$ cat config.mk
export PLATFORM = sky130hd
export DESIGN_NAME = nnua_lane_alu
export DESIGN_NICKNAME = d
export VERILOG_FILES = /design/src/rtl/core/nnua_pkg.sv /design/src/rtl/core/nnua_lane_alu.sv
export SDC_FILE = /design/constraint.sdc
export NUM_CORES = 1
export LEC_CHECK = 0
export BUFFER_PORTS_ARGS = -buffer_cell sky130_fd_sc_hd__buf_2
export CAP_MARGIN = 10
export CORE_AREA = 2 2 296 298
export DETAILED_ROUTE_END_ITERATION = 8
export DIE_AREA = 0 0 298 300
export PLACE_DENSITY = 0.44
export SLEW_MARGIN = 20
export SYNTH_ARGS = -nofsm -noshare
export SYNTH_HDL_FRONTEND = slang
export SYNTH_SLANG_ARGS = --single-unit
$ cat constraint.sdc
create_clock -name vclk -period 5.7
set_clock_uncertainty 0.1 [all_clocks]
set_input_delay 0.855 -clock vclk [all_inputs]
set_output_delay 0.855 -clock vclk [all_outputs]
set_load 0.005 [all_outputs]
$ cat src/rtl/core/nnua_pkg.sv
// Shared types, codes and row-address helpers for the NNUE accumulator update block.
package nnua_pkg;

    localparam int WORD_W      = 16;
    localparam int ROW_W       = 10;
    localparam int WEIGHT_ROWS = 768;

    localparam logic [3:0] PIECE_CODES  = 4'd12;
    localparam logic [3:0] COLOR_PIECES = 4'd6;
    localparam logic [5:0] MIRROR_MASK  = 6'd56;

    typedef enum logic [2:0] {
        CMD_CLEAR  = 3'd0,
        CMD_ADD    = 3'd1,
        CMD_REMOVE = 3'd2,
        CMD_WRITE  = 3'd3,
        CMD_READ   = 3'd4
    } t_cmd;

    typedef enum logic [2:0] {
        ST_INIT,
        ST_IDLE,
        ST_CLEAR,
        ST_UPDATE,
        ST_DRAIN,
        ST_READ
    } t_state;

    typedef struct packed {
        logic [2:0]         cmd;
        logic [3:0]         piece_code;
        logic [5:0]         square;
        logic [8:0]         element_index;
        logic signed [15:0] weight_value;
    } t_in_item;

    typedef struct packed {
        logic signed [15:0] read_value;
        logic               applied;
    } t_out_item;

    typedef struct packed {
        logic busy;
        logic clr_we;
        logic wb_en;
        logic subtract;
        logic wt_we;
        logic done;
        logic applied;
        logic rd;
    } t_ctrl;

    function automatic logic [ROW_W-1:0] white_row(input logic [3:0] piece,
                                                   input logic [5:0] sq);
        return {piece, sq};
    endfunction

    // Colour-swapped piece on the vertically mirrored square
    function automatic logic [ROW_W-1:0] black_row(input logic [3:0] piece,
                                                   input logic [5:0] sq);
        logic [3:0] bp;
        bp = (piece < COLOR_PIECES) ? piece + COLOR_PIECES : piece - COLOR_PIECES;
        return {bp, sq ^ MIRROR_MASK};
    endfunction

endpackage

$ cat src/rtl/core/nnua_lane_alu.sv
// Shared lane adder/subtractor: one 16-bit wrapping add or subtract per lane.
module nnua_lane_alu #(
    parameter int WORDS = 16,
    localparam int VW = WORDS * nnua_pkg::WORD_W
) (
    input  logic [VW-1:0] i_acc,
    input  logic [VW-1:0] i_wt,
    input  logic          i_sub,
    output logic [VW-1:0] o_sum
);

    localparam int W = nnua_pkg::WORD_W;

    for (genvar g = 0; g < WORDS; g++) begin : g_lane
        assign o_sum[g*W +: W] = i_sub ? i_acc[g*W +: W] - i_wt[g*W +: W]
                                       : i_acc[g*W +: W] + i_wt[g*W +: W];
    end

endmodule

==> flow_metrics.py <==
metrics = {
    "outcome": {
        "status": "completed",
    },
    "min_path": {
        "hold_path.class": "in -> out",
        "hp-start": "i_wt[224]",
    },
    "sta": {
        "period_needed_ps": 5410,
        "setup-violations-final": 0,
        "setup_ws_ps": 288,
        "tightest_slew_ps": 796,
        "whs_ps": 1960,
        "min_period_over_period": 0.949,
        "slew_violations": 0,
        "fmax_ghz": 0.185,
        "setup_tns_ps": 0,
        "hold_viol_final": 0,
        "max-slew-margin-rel": 0.466,
        "rsz0062_at_grt": "false",
    },
    "worst_setup_path": {
        "crit_path_start_kind": "input port",
        "required_ps": 4740,
        "worstPathArrival_ps": 4460,
        "worstSetupEndpointType": "primary output",
        "worstSetupPathType": "in -> out",
        "cp_slowest_cell": "or4_4",
        "startpoint": "i_wt[21]",
        "max_stage_delay_ps": 540,
        "critical_path.top_delay_family": "simple AND/OR/NAND/NOR gates",
        "worstPathMaxFanout": 5,
        "path_buf_inv": 3,
        "crit_path_cell_trace": "buf_2, or4_4, or3b_1, or4_4, nor2b_1, xnor2_1, ha_1, nand2_1, o21ai_0, a41oi_2, a21oi_1, o211a_1, a2111oi_2, buf_4, buf_2",
    },
    "drt": {
        "first_pass_iters": 7,
        "finalWirelength_mm": 73.2,
        "drt_iter0_markers": 901,
        "vias": 18400,
        "wl_per_cell_um": 17.6,
        "ant_nets": 0,
        "viasPerCell": 4.43,
        "route.detailed.drc": 0,
    },
    "placement": {
        "post_dp_cell_area_mm2": 0.0208,
        "gp_congestion": 0.914,
        "dp_slack_ps": 286,
        "port_buffers": 769,
        "hpwl_mm": 67.1,
    },
    "synthesis": {
        "syn_area_per_cell_um2": 6.92,
        "seq_area_frac_synth": 0,
        "netlist_instances": 2222,
        "ys_top_cells_by_area": "ha_1, xnor2_1, a21oi_1, nor2_1, inv_1",
        "syn-cell-area_mm2": 0.0154,
        "yosys.area.top_type": "ha_1",
        "syn_nets": 3007,
        "yosysTopAreaCellShare": 0.208,
        "ys_warn_count": 0,
        "synth_cell_type_count": 69,
        "yosys-top-cells-count": "xnor2_1, a21oi_1, nor2_1, ha_1, inv_1",
        "synth.most_common_cell": "xnor2_1",
    },
    "power": {
        "vdd_drop_max_v": 0.0000971,
        "internal_power_uw": 1530,
        "powerDensity_mw_per_mm2": 163,
        "p_switching_uw": 1870,
        "seq_power_share": 0,
        "cellLeakagePower_uw": 0.0100,
        "clkPwrFrac": 0,
        "switching_share": 0.550,
        "p_comb_frac": 1.000,
    },
    "floorplanning": {
        "die_h_um": 300,
        "ios": 769,
        "die_w_um": 298,
        "initial_utilization": 0.178,
        "dieArea_mm2": 0.0894,
        "core_mm2": 0.0862,
        "num_rows": 108,
    },
    "layout": {
        "fill_cells": 9932,
        "nClkBuffers": 0,
        "multi_input_area_mm2": 0.0146,
        "drive_gt1_frac": 0.272,
        "regArea_um2": 0,
        "fin_nets": 3778,
        "area_growth_pct": 35.6,
        "fin_util": 0.242,
        "final_cell_area_mm2": 0.0209,
        "seq_cell_count": 0,
    },
    "global_routing": {
        "grt_antenna_before_repair": 36,
        "globalRouteTotalUtil": 0.153,
        "grt_pass1_vias": 18000,
        "grt_pass1_wl_mm": 107,
        "grt_max_degree": 42,
        "overflow": 0,
    },
    "clocking": {
        "cts_resized": 0,
        "postCtsSetupRepairBufs": 0,
        "cts_hold_buf": 0,
    },
    "job": {
        "cap_violations": 0,
    },
}
## through the flow
step / power (uW) / cells
floorplan: 1940 / 2222
global placement: 3430 / 4146
detailed placement: 3410 / 4146
CTS: 3430 / 4146
global route: 3760 / 4155
finish: 3390 / 4163
## cell usage in the layout, fill, tap and decap left out, drive strengths merged, types with 5 or more instances in the layout
cell type  instances
buf              797
xnor2            366
a21oi            262
nor2             260
ha               256
inv              177
nor3              97
o21ai             89
nand2             85
a21o              74
xor2              69
nor2b             55
a31oi             52
o21a              38
nand2b            36
o21bai            25
nand3             25
nor4              21
a211oi            18
diode             17
mux2i             17
fa                16
or3               15
o31ai             12
and3              10
and2              10
or4               10
o31a               8
o211ai             8
a21boi             8
a41oi              8
nor3b              7
a211o              7
a2111oi            5
## power by group through the flow
stage	combinational (uW)	sequential, uW	clock, uW
after floorplan	1940	0	0
after global placement	3430	0	0
final	3390	0	0.000415
after global routing	3760	0	0.000212
after detailed placement	3410	0	0
after CTS	3430	0	0
## cells by family (layout without fill, tap and decap cells)
kind of cell | Yosys count | count (layout) | share of synthesized area
compound gates | 641 | 641 | 0.257
xor+xnor | 435 | 435 | 0.248
fa+ha+maj | 272 | 272 | 0.229
buf+inv | 205 | 974 | 0.0501
mux | 18 | 18 | 0.0118
other cells | 0 | 17 | 0
simple gates | 651 | 651 | 0.204
## routing by layer
metal | routed length, um | share of wire | GRT usage
met2 | 36000 | 0.49 | 0.277
met1 | 31000 | 0.42 | 0.186
met5 | 152 | 0.0021 | 0
met3 | 4840 | 0.066 | 0.0351
met4 | 1230 | 0.017 | 0.0243
## worst paths after layout
kind | cells past startpoint | endpoint
setup / recovery | 15 | o_sum[31]
hold / removal | 4 | o_sum[224]
## cell type report
cell class | count | area share
repair buffers | 797 | 0.196
inverters | 177 | 0.0319
multi-input cells | 2017 | 0.700
diodes | 17 | 0.00204
well taps | 1155 | 0.0693
Power figures use the tool's default switching activity.
