File: src/rtl/core/nnua_ram.sv
// Generic RAM: one write port, two registered read ports.
module nnua_ram #(
    parameter int WIDTH = 16,
    parameter int DEPTH = 64,
    localparam int AW = (DEPTH > 1) ? $clog2(DEPTH) : 1
) (
    input  logic             i_clk,
    input  logic             i_we,
    input  logic [AW-1:0]    i_waddr,
    input  logic [WIDTH-1:0] i_wdata,
    input  logic [AW-1:0]    i_raddr_a,
    output logic [WIDTH-1:0] o_rdata_a,
    input  logic [AW-1:0]    i_raddr_b,
    output logic [WIDTH-1:0] o_rdata_b
);

    logic [WIDTH-1:0] r_mem [DEPTH];

    always_ff @(posedge i_clk) begin
        if (i_we) begin
            r_mem[i_waddr] <= i_wdata;
        end
        o_rdata_a <= r_mem[i_raddr_a];
        o_rdata_b <= r_mem[i_raddr_b];
    end

endmodule

File: config.mk
export PLATFORM = sky130hd
export DESIGN_NAME = nnua_ram
export DESIGN_NICKNAME = d
export VERILOG_FILES = /design/src/rtl/core/nnua_ram.sv
export SDC_FILE = /design/constraint.sdc
export NUM_CORES = 1
export LEC_CHECK = 0
export ABC_CLOCK_PERIOD_IN_PS = 3600
export BUFFER_PORTS_ARGS = -buffer_cell sky130_fd_sc_hd__buf_2
export CORE_UTILIZATION = 55
export DETAILED_ROUTE_END_ITERATION = 12
export MAX_ROUTING_LAYER = met4
export PLACE_DENSITY = 0.71
export SYNTH_ARGS = -nofsm -noshare
export SYNTH_HDL_FRONTEND = slang
export SYNTH_SLANG_ARGS = --single-unit
File: constraint.sdc
create_clock -name i_clk -period 3.6 [get_ports i_clk]
set_clock_uncertainty 0.05 [all_clocks]
set_input_delay 0.9 -clock i_clk [delete_from_list [all_inputs] [get_ports i_clk]]
set_output_delay 0.9 -clock i_clk [all_outputs]
set_load 0.1 [all_outputs]
==> results.txt <==
- Number of gates resized after cts: 0
* Final net count: 2863
* Clock tree buffer depth: 3
- The portion of synthesized area spent on multiplexers is 0.2587.
* Floorplan Core Area: 87290 µm²
- Part of the total power dissipated in combinational logic: 0.098
* Cell type with the largest total area after synthesis: edfxtp_1
- The analysis attributes to cell leakage a power of 18.16 nW.
- Max-cap violation count: 0
- Final Total Pwr: 27.90 mW
- Pins over their slew limit: 0
- Critical path startpoint: i_raddr_b[0]
* Worst setup path endpoint: o_rdata_b[2]$_DFF_P_
- Global route total overflow: 0
* Register-to-Register Setup Slack: 1.36 ns
- Of the total power, the clock network draws 0.411.
- For this configuration, the core starts out at a cell density of 0.5595.
* Detailed-router iteration count before antenna repair: 5
- At the end of routability-driven placement, the weighted congestion stood at 0.9809.
- The routed design has 146000 µm of wire.
- For the worst flop-to-flop path, the logic depth is 5.
- The floorplan step defined a die boundary enclosing 89990 µm².
- Syn Area/Cell: 18.91 µm²
- Data required time of the worst path: 4.07 ns
- CTS Hold Bufs: 0
- Post-synthesis share of cell area spent on xor and xnor gates: 0
- Final critical-path share of the clock period: 0.8238
- The setup path with the least slack is of type in -> reg.
- Unrepaired setup endpoints after global routing: false
- The clock drives 1056 sinks.
- At the later pin of the worst-skew pair, clock insertion delay measures 0.69 ns.
- For the pin with the worst max-slew slack, the measured transition is 1.302 ns.
- Count of routing violations after the opening detailed-route iteration: 3798
- IR drop worst, VDD: 0.5596 mV
- The number of different library cells used by synthesis comes to 43.
- Total internal power: 21.32 mW
- Pwr dens: 502.3 nW/µm²
- Routed Antenna Nets: 0
- Most frequent standard cell in the layout excluding fill and tap cells: edfxtp_1
- Minimum setup slack after placement: 0.006832 ns
* Total vias in the final route: 28918
- Leaving out fill and tap cells, the most frequent cells in the layout are edfxtp_1, mux4_2, buf_4, mux2i_1, mux2_2.
- Of the total power, registers draw 0.491.
- R2R Path End: o_rdata_a[12]$_DFF_P_
- Post-route worst setup slack: 0.6345 ns
- The worst pin sits at a relative slew slack of 0.1318.
- Setup violations remaining at the end of the flow were counted as 0.
- Post-CTS setup buffer count: 0
- The via count of the first global-routing pass came to 29246.
- Dividing the detail-routed via count by the number of cells gives 7.091.
* Classification of the worst-slack hold path: in -> reg
- By area, the combinational part of the netlist is dominated by multiplexers.
* Startpoint type of the worst setup path: primary input
* Net switching share of the total power: 0.2359
- Of the post-synthesis cell area, the dominant cell type holds 0.6296.
* Vert. Die Dim: 300.0 µm
* Post-Syn Nets: 2618
* Cells after synthesis: 2582
- Post-Synth Simple-Gate Area: 0.02249
- The worst path needs 2.966 ns of the cycle, external delays included.
* Reported net switching power: 6.582 mW
* Largest fanout on the critical path: 32
* Setup TNS after final layout: 0 ns
* Die outline width: 300.0 µm
- Final Hold Violating Endpoints: 0
- Run status: completed
- Of the total synthesized cell area, the portion taken by full adders, half adders and majority gates is 0.
- Maximum number of pins on one net before global-route repair: 65
* Total of flip-flops plus latches after synthesis: 1056
- After legalization and detailed placement, the total HPWL measured 95540 µm.
* Wire length per cell after detailed routing: 35.81 µm
- Maximum clock rate: 0.3372 GHz
- After synthesis, the cell types taking the most area are edfxtp_1, mux4_2, mux2_2.
- Number of I/O pins: 68
- The cell area that synthesis handed to floorplanning was 48840 µm².
* GRT Resource Usage Total: 0.3404
* Ratio of cells with drive above 1 in the final layout: 0.3783
* Critical Path End Type: register
- Relative area change from synthesis to final layout: 13.76%
* Cts bufs inserted: 107
* Clock Root Buffer: clkbuf_16
- Total number of yosys warnings: 0
* Post-CTS clock slew at the launch and capture registers of the worst setup and hold paths: 0.06 ns
* CTS tree: built
- Site row count: 108
- The tightest hold path in the finished design has a slack of 0.6207 ns.
- Crit path arrival time: 3.44 ns
* Wire length of the first global-routing pass: 209400 µm
- The H-tree generated during clock tree synthesis spans 3 levels.
* Antenna violations before repair: 9
* Compound-gate portion of the synthesized area: 0.04850
* # DRC: 0
- The share of the Yosys chip area taken by registers is 0.6428.
- The worst register-to-register path begins at r_mem[46][12]$_DFFE_PP_.
* Number of buffer cells added on primary ports: 67
## metal layers
metal	track usage	wire, µm
met1	0.4634	55470
met2	0.5126	69300
met3	0.06742	15540
met4	0.1300	5720
met5	-	0
## cell type report
| type | instances | area, µm² |
|---|---|---|
| inverters | 4 | 15.01 |
| well taps | 1155 | 1445 |
| fillers | 6081 | 31740 |
| clock inverters | 63 | 703.2 |
| multi-input cells | 1309 | 16170 |
| flip-flops and latches | 1056 | 31390 |
| diodes | 7 | 17.52 |
| repair buffers | 349 | 2898 |
| clock buffers | 135 | 2915 |
## sequential cells by signal (all words and copies together) (netlist names)
| register | count |
|---|---|
| o_rdata_a | 16 |
| o_rdata_b | 16 |
| r_mem | 1024 |
## synth_stat cells
master,number
buf_1,14
nor2_1,93
and3_1,10
a221oi_1,23
nand2_1,80
edfxtp_1,1024
or3b_2,1
o21ai_0,23
nor2b_1,8
mux2i_1,152
clkinv_1,2
a221oi_2,1
buf_8,3
nor3_1,2
clkbuf_1,47
nor2_2,2
nand2b_1,10
dfxtp_1,32
buf_12,3
a31oi_1,24
a22oi_1,24
nor4_1,24
a211oi_1,96
a21oi_1,32
mux4_1,9
buf_6,19
buf_4,52
or3_1,1
nand4b_1,1
o21ai_1,17
and2_1,2
mux2_2,152
or2_2,2
a221o_1,8
nand3b_1,2
nand3_1,5
buf_2,69
inv_1,2
o22ai_1,72
clkbuf_4,6
mux4_2,407
a311oi_1,24
nand4_1,2
## worst max-delay path, cell delays in order
cell and delay, ns:
buf_8 0.20, buf_12 0.24, nand2b_1 0.50, o22ai_1 0.19
a31oi_1 0.40, a311oi_1 0.16, buf_4 0.20, nor4_1 0.55
## kinds of logic after synthesis
kind of cell           after synthesis
buffers and inverters              217
DFF                               1056
muxes                              720
and+or+nand+nor                    245
AOI/OAI and AO/OA                  344
## stage by stage
step           utilization  std cells  instance area, µm²
2_1_floorplan            -       2582               48840
3_3_place_gp        0.5948       3873               51920
3_5_place_dp        0.5948       3873               51920
4_1_cts             0.6362       4071               55540
5_1_grt             0.6364       4076               55550
6_report            0.6364       4078               55550
## how the worst min path moves through the flow
| stage | startpoint | to | slack [ns] | cells after the start |
|---|---|---|---|---|
| final | i_wdata[14] | r_mem[42][14]$_DFFE_PP_ | 0.62 | 1 |
| after global routing | i_wdata[5] | r_mem[13][5]$_DFFE_PP_ | 0.64 | 1 |
| after floorplan | r_mem[56][13]$_DFFE_PP_ | o_rdata_b[13]$_DFF_P_ | 0.69 | 4 |
| after detailed placement | r_mem[18][14]$_DFFE_PP_ | o_rdata_b[14]$_DFF_P_ | 0.88 | 4 |
| after global placement | r_mem[26][7]$_DFFE_PP_ | o_rdata_a[7]$_DFF_P_ | 0.87 | 4 |
| after CTS | i_wdata[5] | r_mem[13][5]$_DFFE_PP_ | 0.60 | 1 |
## power groups by stage
stage               registers, mW  logic, mW  clock network, mW
floorplan                    14.3       1.34                  0
global placement             13.9       2.69                  0
detailed placement           14.0       2.72                  0
CTS                          13.7       2.73               11.6
global route                 13.7       2.84               12.0
finish                       13.7       2.75               11.5
Power figures use the tool's default switching activity.
