[src/rtl/core/nnua_pkg.sv]
// Shared types, codes and row-address helpers for the NNUE accumulator update block.
package nnua_pkg;

    localparam int WORD_W      = 16;
    localparam int ROW_W       = 10;
    localparam int WEIGHT_ROWS = 768;

    localparam logic [3:0] PIECE_CODES  = 4'd12;
    localparam logic [3:0] COLOR_PIECES = 4'd6;
    localparam logic [5:0] MIRROR_MASK  = 6'd56;

    typedef enum logic [2:0] {
        CMD_CLEAR  = 3'd0,
        CMD_ADD    = 3'd1,
        CMD_REMOVE = 3'd2,
        CMD_WRITE  = 3'd3,
        CMD_READ   = 3'd4
    } t_cmd;

    typedef enum logic [2:0] {
        ST_INIT,
        ST_IDLE,
        ST_CLEAR,
        ST_UPDATE,
        ST_DRAIN,
        ST_READ
    } t_state;

    typedef struct packed {
        logic [2:0]         cmd;
        logic [3:0]         piece_code;
        logic [5:0]         square;
        logic [8:0]         element_index;
        logic signed [15:0] weight_value;
    } t_in_item;

    typedef struct packed {
        logic signed [15:0] read_value;
        logic               applied;
    } t_out_item;

    typedef struct packed {
        logic busy;
        logic clr_we;
        logic wb_en;
        logic subtract;
        logic wt_we;
        logic done;
        logic applied;
        logic rd;
    } t_ctrl;

    function automatic logic [ROW_W-1:0] white_row(input logic [3:0] piece,
                                                   input logic [5:0] sq);
        return {piece, sq};
    endfunction

    // Colour-swapped piece on the vertically mirrored square
    function automatic logic [ROW_W-1:0] black_row(input logic [3:0] piece,
                                                   input logic [5:0] sq);
        logic [3:0] bp;
        bp = (piece < COLOR_PIECES) ? piece + COLOR_PIECES : piece - COLOR_PIECES;
        return {bp, sq ^ MIRROR_MASK};
    endfunction

endpackage

[src/rtl/core/nnua_seq.sv]
// Command sequencer: decodes each item and steps the row counter over the accumulator.
module nnua_seq #(
    parameter int ACC_SIZE = 512,
    parameter int ROWS     = 32,
    localparam int KW = (ROWS > 1) ? $clog2(ROWS) : 1
) (
    input  logic                             i_clk,
    input  logic                             i_rst_n,
    input  logic                             i_start,
    input  nnua_pkg::t_in_item               i_item,
    output nnua_pkg::t_ctrl                  o_ctrl,
    output logic [KW-1:0]                    o_k,
    output logic [KW-1:0]                    o_wb_k,
    output logic [nnua_pkg::ROW_W-1:0]       o_row_white,
    output logic [nnua_pkg::ROW_W-1:0]       o_row_black
);

    localparam int HALF = ACC_SIZE / 2;

    nnua_pkg::t_state r_state, n_state;
    logic [KW-1:0]    r_k, n_k;
    logic [KW-1:0]    r_wb_k;
    logic             r_wb_en;
    logic             r_sub;
    logic [nnua_pkg::ROW_W-1:0] r_row_w, r_row_b;

    logic accept, piece_ok, wr_ok, rd_ok, last;

    assign accept   = i_start && (r_state == nnua_pkg::ST_IDLE);
    assign piece_ok = i_item.piece_code < nnua_pkg::PIECE_CODES;
    assign wr_ok    = piece_ok && (32'(i_item.element_index) < 32'(HALF));
    assign rd_ok    = 32'(i_item.element_index) < 32'(ACC_SIZE);
    assign last     = r_k == KW'(ROWS - 1);

    always_comb begin
        n_state = r_state;
        unique case (r_state) inside
            nnua_pkg::ST_INIT, nnua_pkg::ST_CLEAR: begin
                if (last) n_state = nnua_pkg::ST_IDLE;
            end
            nnua_pkg::ST_IDLE: begin
                if (i_start) begin
                    unique case (i_item.cmd) inside
                        nnua_pkg::CMD_CLEAR: n_state = nnua_pkg::ST_CLEAR;
                        nnua_pkg::CMD_ADD, nnua_pkg::CMD_REMOVE: begin
                            if (piece_ok) n_state = nnua_pkg::ST_UPDATE;
                        end
                        nnua_pkg::CMD_READ: begin
                            if (rd_ok) n_state = nnua_pkg::ST_READ;
                        end
                        default: n_state = nnua_pkg::ST_IDLE;
                    endcase
                end
            end
            nnua_pkg::ST_UPDATE: begin
                if (last) n_state = nnua_pkg::ST_DRAIN;
            end
            nnua_pkg::ST_DRAIN: n_state = nnua_pkg::ST_IDLE;
            nnua_pkg::ST_READ:  n_state = nnua_pkg::ST_IDLE;
            default:            n_state = nnua_pkg::ST_IDLE;
        endcase
    end

    // Advance through the rows in the sweep states, park at zero otherwise
    always_comb begin
        if (r_state == nnua_pkg::ST_INIT || r_state == nnua_pkg::ST_CLEAR ||
            r_state == nnua_pkg::ST_UPDATE) begin
            n_k = r_k + KW'(1);
        end else begin
            n_k = '0;
        end
    end

    always_comb begin
        o_ctrl          = '0;
        o_ctrl.busy     = r_state != nnua_pkg::ST_IDLE;
        o_ctrl.wb_en    = r_wb_en;
        o_ctrl.subtract = r_sub;
        o_ctrl.applied  = 1'b1;
        unique case (r_state)
            nnua_pkg::ST_INIT: begin
                o_ctrl.clr_we = 1'b1;
            end
            nnua_pkg::ST_CLEAR: begin
                o_ctrl.clr_we = 1'b1;
                o_ctrl.done   = last;
            end
            nnua_pkg::ST_IDLE: begin
                o_ctrl.wt_we   = accept && (i_item.cmd == nnua_pkg::CMD_WRITE) && wr_ok;
                o_ctrl.applied = o_ctrl.wt_we;
                // Commands that finish at once: writes and anything ignored
                o_ctrl.done    = accept &&
                    !((i_item.cmd == nnua_pkg::CMD_CLEAR) ||
                      (((i_item.cmd == nnua_pkg::CMD_ADD) ||
                        (i_item.cmd == nnua_pkg::CMD_REMOVE)) && piece_ok) ||
                      ((i_item.cmd == nnua_pkg::CMD_READ) && rd_ok));
            end
            nnua_pkg::ST_UPDATE: begin
                o_ctrl.done = 1'b0;
            end
            nnua_pkg::ST_DRAIN: begin
                o_ctrl.done = 1'b1;
            end
            nnua_pkg::ST_READ: begin
                o_ctrl.done = 1'b1;
                o_ctrl.rd   = 1'b1;
            end
            default: begin
                o_ctrl.done = 1'b0;
            end
        endcase
    end

    always_ff @(posedge i_clk) begin
        if (!i_rst_n) begin
            r_state <= nnua_pkg::ST_INIT;
            r_k     <= '0;
            r_wb_en <= 1'b0;
        end else begin
            r_state <= n_state;
            r_k     <= n_k;
            r_wb_en <= r_state == nnua_pkg::ST_UPDATE;
        end
    end

    always_ff @(posedge i_clk) begin
        r_wb_k <= r_k;
        if (accept) begin
            r_sub   <= i_item.cmd == nnua_pkg::CMD_REMOVE;
            r_row_w <= nnua_pkg::white_row(i_item.piece_code, i_item.square);
            r_row_b <= nnua_pkg::black_row(i_item.piece_code, i_item.square);
        end
    end

    assign o_k         = r_k;
    assign o_wb_k      = r_wb_k;
    assign o_row_white = r_row_w;
    assign o_row_black = r_row_b;

endmodule

[config.mk]
export PLATFORM = sky130hd
export DESIGN_NAME = nnua_seq
export DESIGN_NICKNAME = d
export VERILOG_FILES = /design/src/rtl/core/nnua_pkg.sv /design/src/rtl/core/nnua_seq.sv
export SDC_FILE = /design/constraint.sdc
export NUM_CORES = 1
export LEC_CHECK = 0
export BUFFER_PORTS_ARGS = -buffer_cell sky130_fd_sc_hd__buf_4
export CELL_PAD_IN_SITES_DETAIL_PLACEMENT = 0
export CELL_PAD_IN_SITES_GLOBAL_PLACEMENT = 1
export CORE_ASPECT_RATIO = 1.75
export CORE_MARGIN = 2
export CORE_UTILIZATION = 25
export DETAILED_ROUTE_END_ITERATION = 8
export HOLD_SLACK_MARGIN = 0.03
export PLACE_DENSITY_LB_ADDON = 0.15
export RECOVER_POWER = 50
export SYNTH_ARGS = -nofsm -noshare
export SYNTH_HDL_FRONTEND = slang
export SYNTH_SLANG_ARGS = --single-unit
[constraint.sdc]
create_clock -name i_clk -period 2.1 [get_ports i_clk]
set_clock_uncertainty 0.2 [all_clocks]
set_input_delay 0.21 -clock i_clk [delete_from_list [all_inputs] [get_ports i_clk]]
set_output_delay 0.21 -clock i_clk [all_outputs]
set_load 0.02 [all_outputs]
==> flow_metrics.env <==
export IMPL_gp_congestion=0.669
export IMPL_initial_core_util=0.255
export IMPL_r2r_cells=6
export IMPL_grt_start_max_net_pins=16
export IMPL_avgViaCountPerCell=4.34
export IMPL_grt_pass1_wl_um=4370
export IMPL_ir_drop_v=0.000448
export IMPL_syn_area_sq_um=1250
export IMPL_period_needed_ns=2.01
export IMPL_fin_total_pwr_uw=1310
export IMPL_ys_types=35
export IMPL_gr_total_overflow=0
export IMPL_relSlewSlack=0.788
export IMPL_port_buffer_count=54
export IMPL_chipWidth_um=57.4
export IMPL_cts_sinks=31
export IMPL_n_antenna_cell=0
export IMPL_startpoint="o_k[0]$_SDFF_PN0_"
export IMPL_firstDrtPassIters=2
export IMPL_cp_required_ns=1.69
export IMPL_critPathCaptureType="primary output"
export IMPL_drt_iter0_markers=16
export IMPL_postLayoutSetupSlackWorst_ns=0.0901
export IMPL_async_reset_ff_frac=0
export IMPL_final_common_cell="buf_4"
export IMPL_worst_slew_pin_slew_ns=0.315
export IMPL_crit_path_max_fanout=5
export IMPL_ff2ff_setup_slack_ns=0.27
export IMPL_antenna_found_initial=0
export IMPL_start_kind="flip-flop"
export IMPL_top_usage_layer="met2"
export IMPL_hold_viol=0
export IMPL_cts_root_buf="clkbuf_8"
export IMPL_drc=0
export IMPL_clock_path_buffers=2
export IMPL_syn_area_per_cell_sq_um=13.0
export IMPL_drive_above_1_share=0.339
export IMPL_use_met1=0.107
export IMPL_powerDensity_nw_per_um2=711
export IMPL_synth_edf_count=17
export IMPL_cts_tree="yes"
export IMPL_vias=950
export IMPL_crit_end="o_ctrl[2]"
export IMPL_io_pins=79
export IMPL_status="complete, no violations"
export IMPL_fill_cells=507
export IMPL_numCtsBuffers=5
export IMPL_clock_fmax_mhz=498
export IMPL_drv_slew=0
export IMPL_row_count=34
export IMPL_wl_per_cell_um=11.9
export IMPL_timing_rr_end="r_state[2]$_SDFFE_PN0P_"
export IMPL_nets=209
export IMPL_synth_cells=96
export IMPL_die_y_um=97.5
export IMPL_final_cell_mix="buf_4 (28), clkbuf_1 (21), edfxtp_1 (17)"
export IMPL_fin_crit_sh=0.957
export IMPL_synth_net_count=141
export IMPL_clk_pin_slew_ns=0.06
export IMPL_clk_latency_ns=0.27
export IMPL_synth_main_ff_cell="edfxtp_1"
export IMPL_crit_type="flip-flop to primary output"
export IMPL_setup_viol=0
export IMPL_htreeDepth=2
export IMPL_arrival_ns=1.60
export IMPL_grt_pass1_vias=961
export IMPL_die_area_sq_um=5600
export IMPL_worstReg2RegStart="o_k[0]$_SDFF_PN0_"
export IMPL_grtUsageMet2=0.168
export IMPL_wl_um=2620
export IMPL_place_ws_ns=0.235
export IMPL_hpwl_um=2010
export IMPL_ys_seq_area_frac=0.633
export IMPL_ys_ff_latch=31
export IMPL_grtUsageMet3=0.0346
export IMPL_antenna_left=0
export IMPL_grtUsageTotal=0.101
export IMPL_fp_coreArea_sq_um=4890
export IMPL_leakage_uw=0.000764
export IMPL_syn_to_final_growth_pct=47.3
export IMPL_hp_class="input port to flip-flop"
export IMPL_ys_warn_count=0
export IMPL_max_cap_violations=0
[power by group]
part | total, uW | switching, uW | internal (uW)
clock | 557 | 210 | 347
sequential | 656 | 7.06 | 649
combinational | 95.4 | 44.8 | 50.7
[registers in the layout, summed over array words and instances (netlist names)]
signal / count
o_k: 5
o_row_black: 6
o_row_white: 10
r_wb_en: 1
r_state: 3
r_sub: 1
o_wb_k: 5
[final cells by class]
| class | instances | area (sq um) | area share |
|---|---|---|---|
| flip-flops and latches | 31 | 796 | 0.433 |
| multi-input cells | 51 | 387 | 0.210 |
| clock buffers | 5 | 68.8 | 0.0374 |
| inverters | 8 | 30.0 | 0.0163 |
| clock inverters | 3 | 38.8 | 0.0211 |
| repair buffers | 67 | 452 | 0.246 |
| well taps | 54 | 67.6 | 0.0367 |
[synthesized netlist by cell type (3+ instances only)]
| cell | count | area, sq um |
|---|---|---|
| edfxtp_1 | 17 | 510 |
| ha_1 | 4 | 50.1 |
| o21ai_0 | 3 | 15.0 |
| nor2_1 | 6 | 22.5 |
| nand3_1 | 3 | 15.0 |
| nand2_1 | 3 | 11.3 |
| inv_1 | 8 | 30.0 |
| buf_4 | 6 | 45.0 |
| dfxtp_1 | 14 | 280 |
| and2_1 | 3 | 18.8 |
[how the worst min path moves through the flow]
stage                                  from                  endpoint  slack, ns  depth (start not counted)
after floorplan                  i_item[25]  o_row_white[0]$_DFFE_PN_       0.11                          0
after global placement    o_k[4]$_SDFF_PN0_         o_wb_k[4]$_DFF_P_       0.17                          0
after detailed placement  o_k[4]$_SDFF_PN0_         o_wb_k[4]$_DFF_P_       0.17                          0
after CTS                        i_item[37]           r_sub$_DFFE_PN_       0.04                          2
after global routing             i_item[37]           r_sub$_DFFE_PN_       0.05                          2
final                            i_item[37]           r_sub$_DFFE_PN_       0.05                          2
[kinds of logic after synthesis]
kind of cell             synth area share
XOR/XNOR                           0.0281
AND/OR/NAND/NOR                     0.150
AO/OA/AOI/OAI                      0.0671
multiplexers                       0.0210
flip-flops                          0.633
buffers and inverters              0.0601
adder cells (fa/ha/maj)            0.0401
[critical path, stage by stage, from the launching register on]
cell,delay (ns)
dfxtp_4,0.36
ha_2,0.19
and3_1,0.18
ha_2,0.18
a31oi_2,0.17
o21ai_1,0.08
buf_4,0.16
[through the flow]
| step | area [sq um] | TNS, ns | util | hold WS (ns) | std cells |
|---|---|---|---|---|---|
| floorplan | 1250 | 0 | - | 0.109 | 96 |
| global placement | 1680 | 0 | 0.344 | 0.172 | 199 |
| global route | 1840 | -0.000558 | 0.376 | 0.0477 | 219 |
| finish | 1840 | 0 | 0.376 | 0.0542 | 219 |
| detailed placement | 1680 | 0 | 0.344 | 0.170 | 199 |
| CTS | 1920 | 0 | 0.392 | 0.0421 | 219 |
[repair_timing]
action	in CTS	in global routing
pin swaps	1	0
hold endpoints to repair	17	0
hold buffers	11	0
endpoints found under the setup margin	1	2
buffers inserted	1	0
gates resized for setup	5	3
[metal layers]
layer  up-vias  part of all wire
met5         -                 0
met4         0             0.028
met3         6             0.086
met2        42              0.52
met1       436              0.36
li1        466                 -
Power figures use the tool's default switching activity.
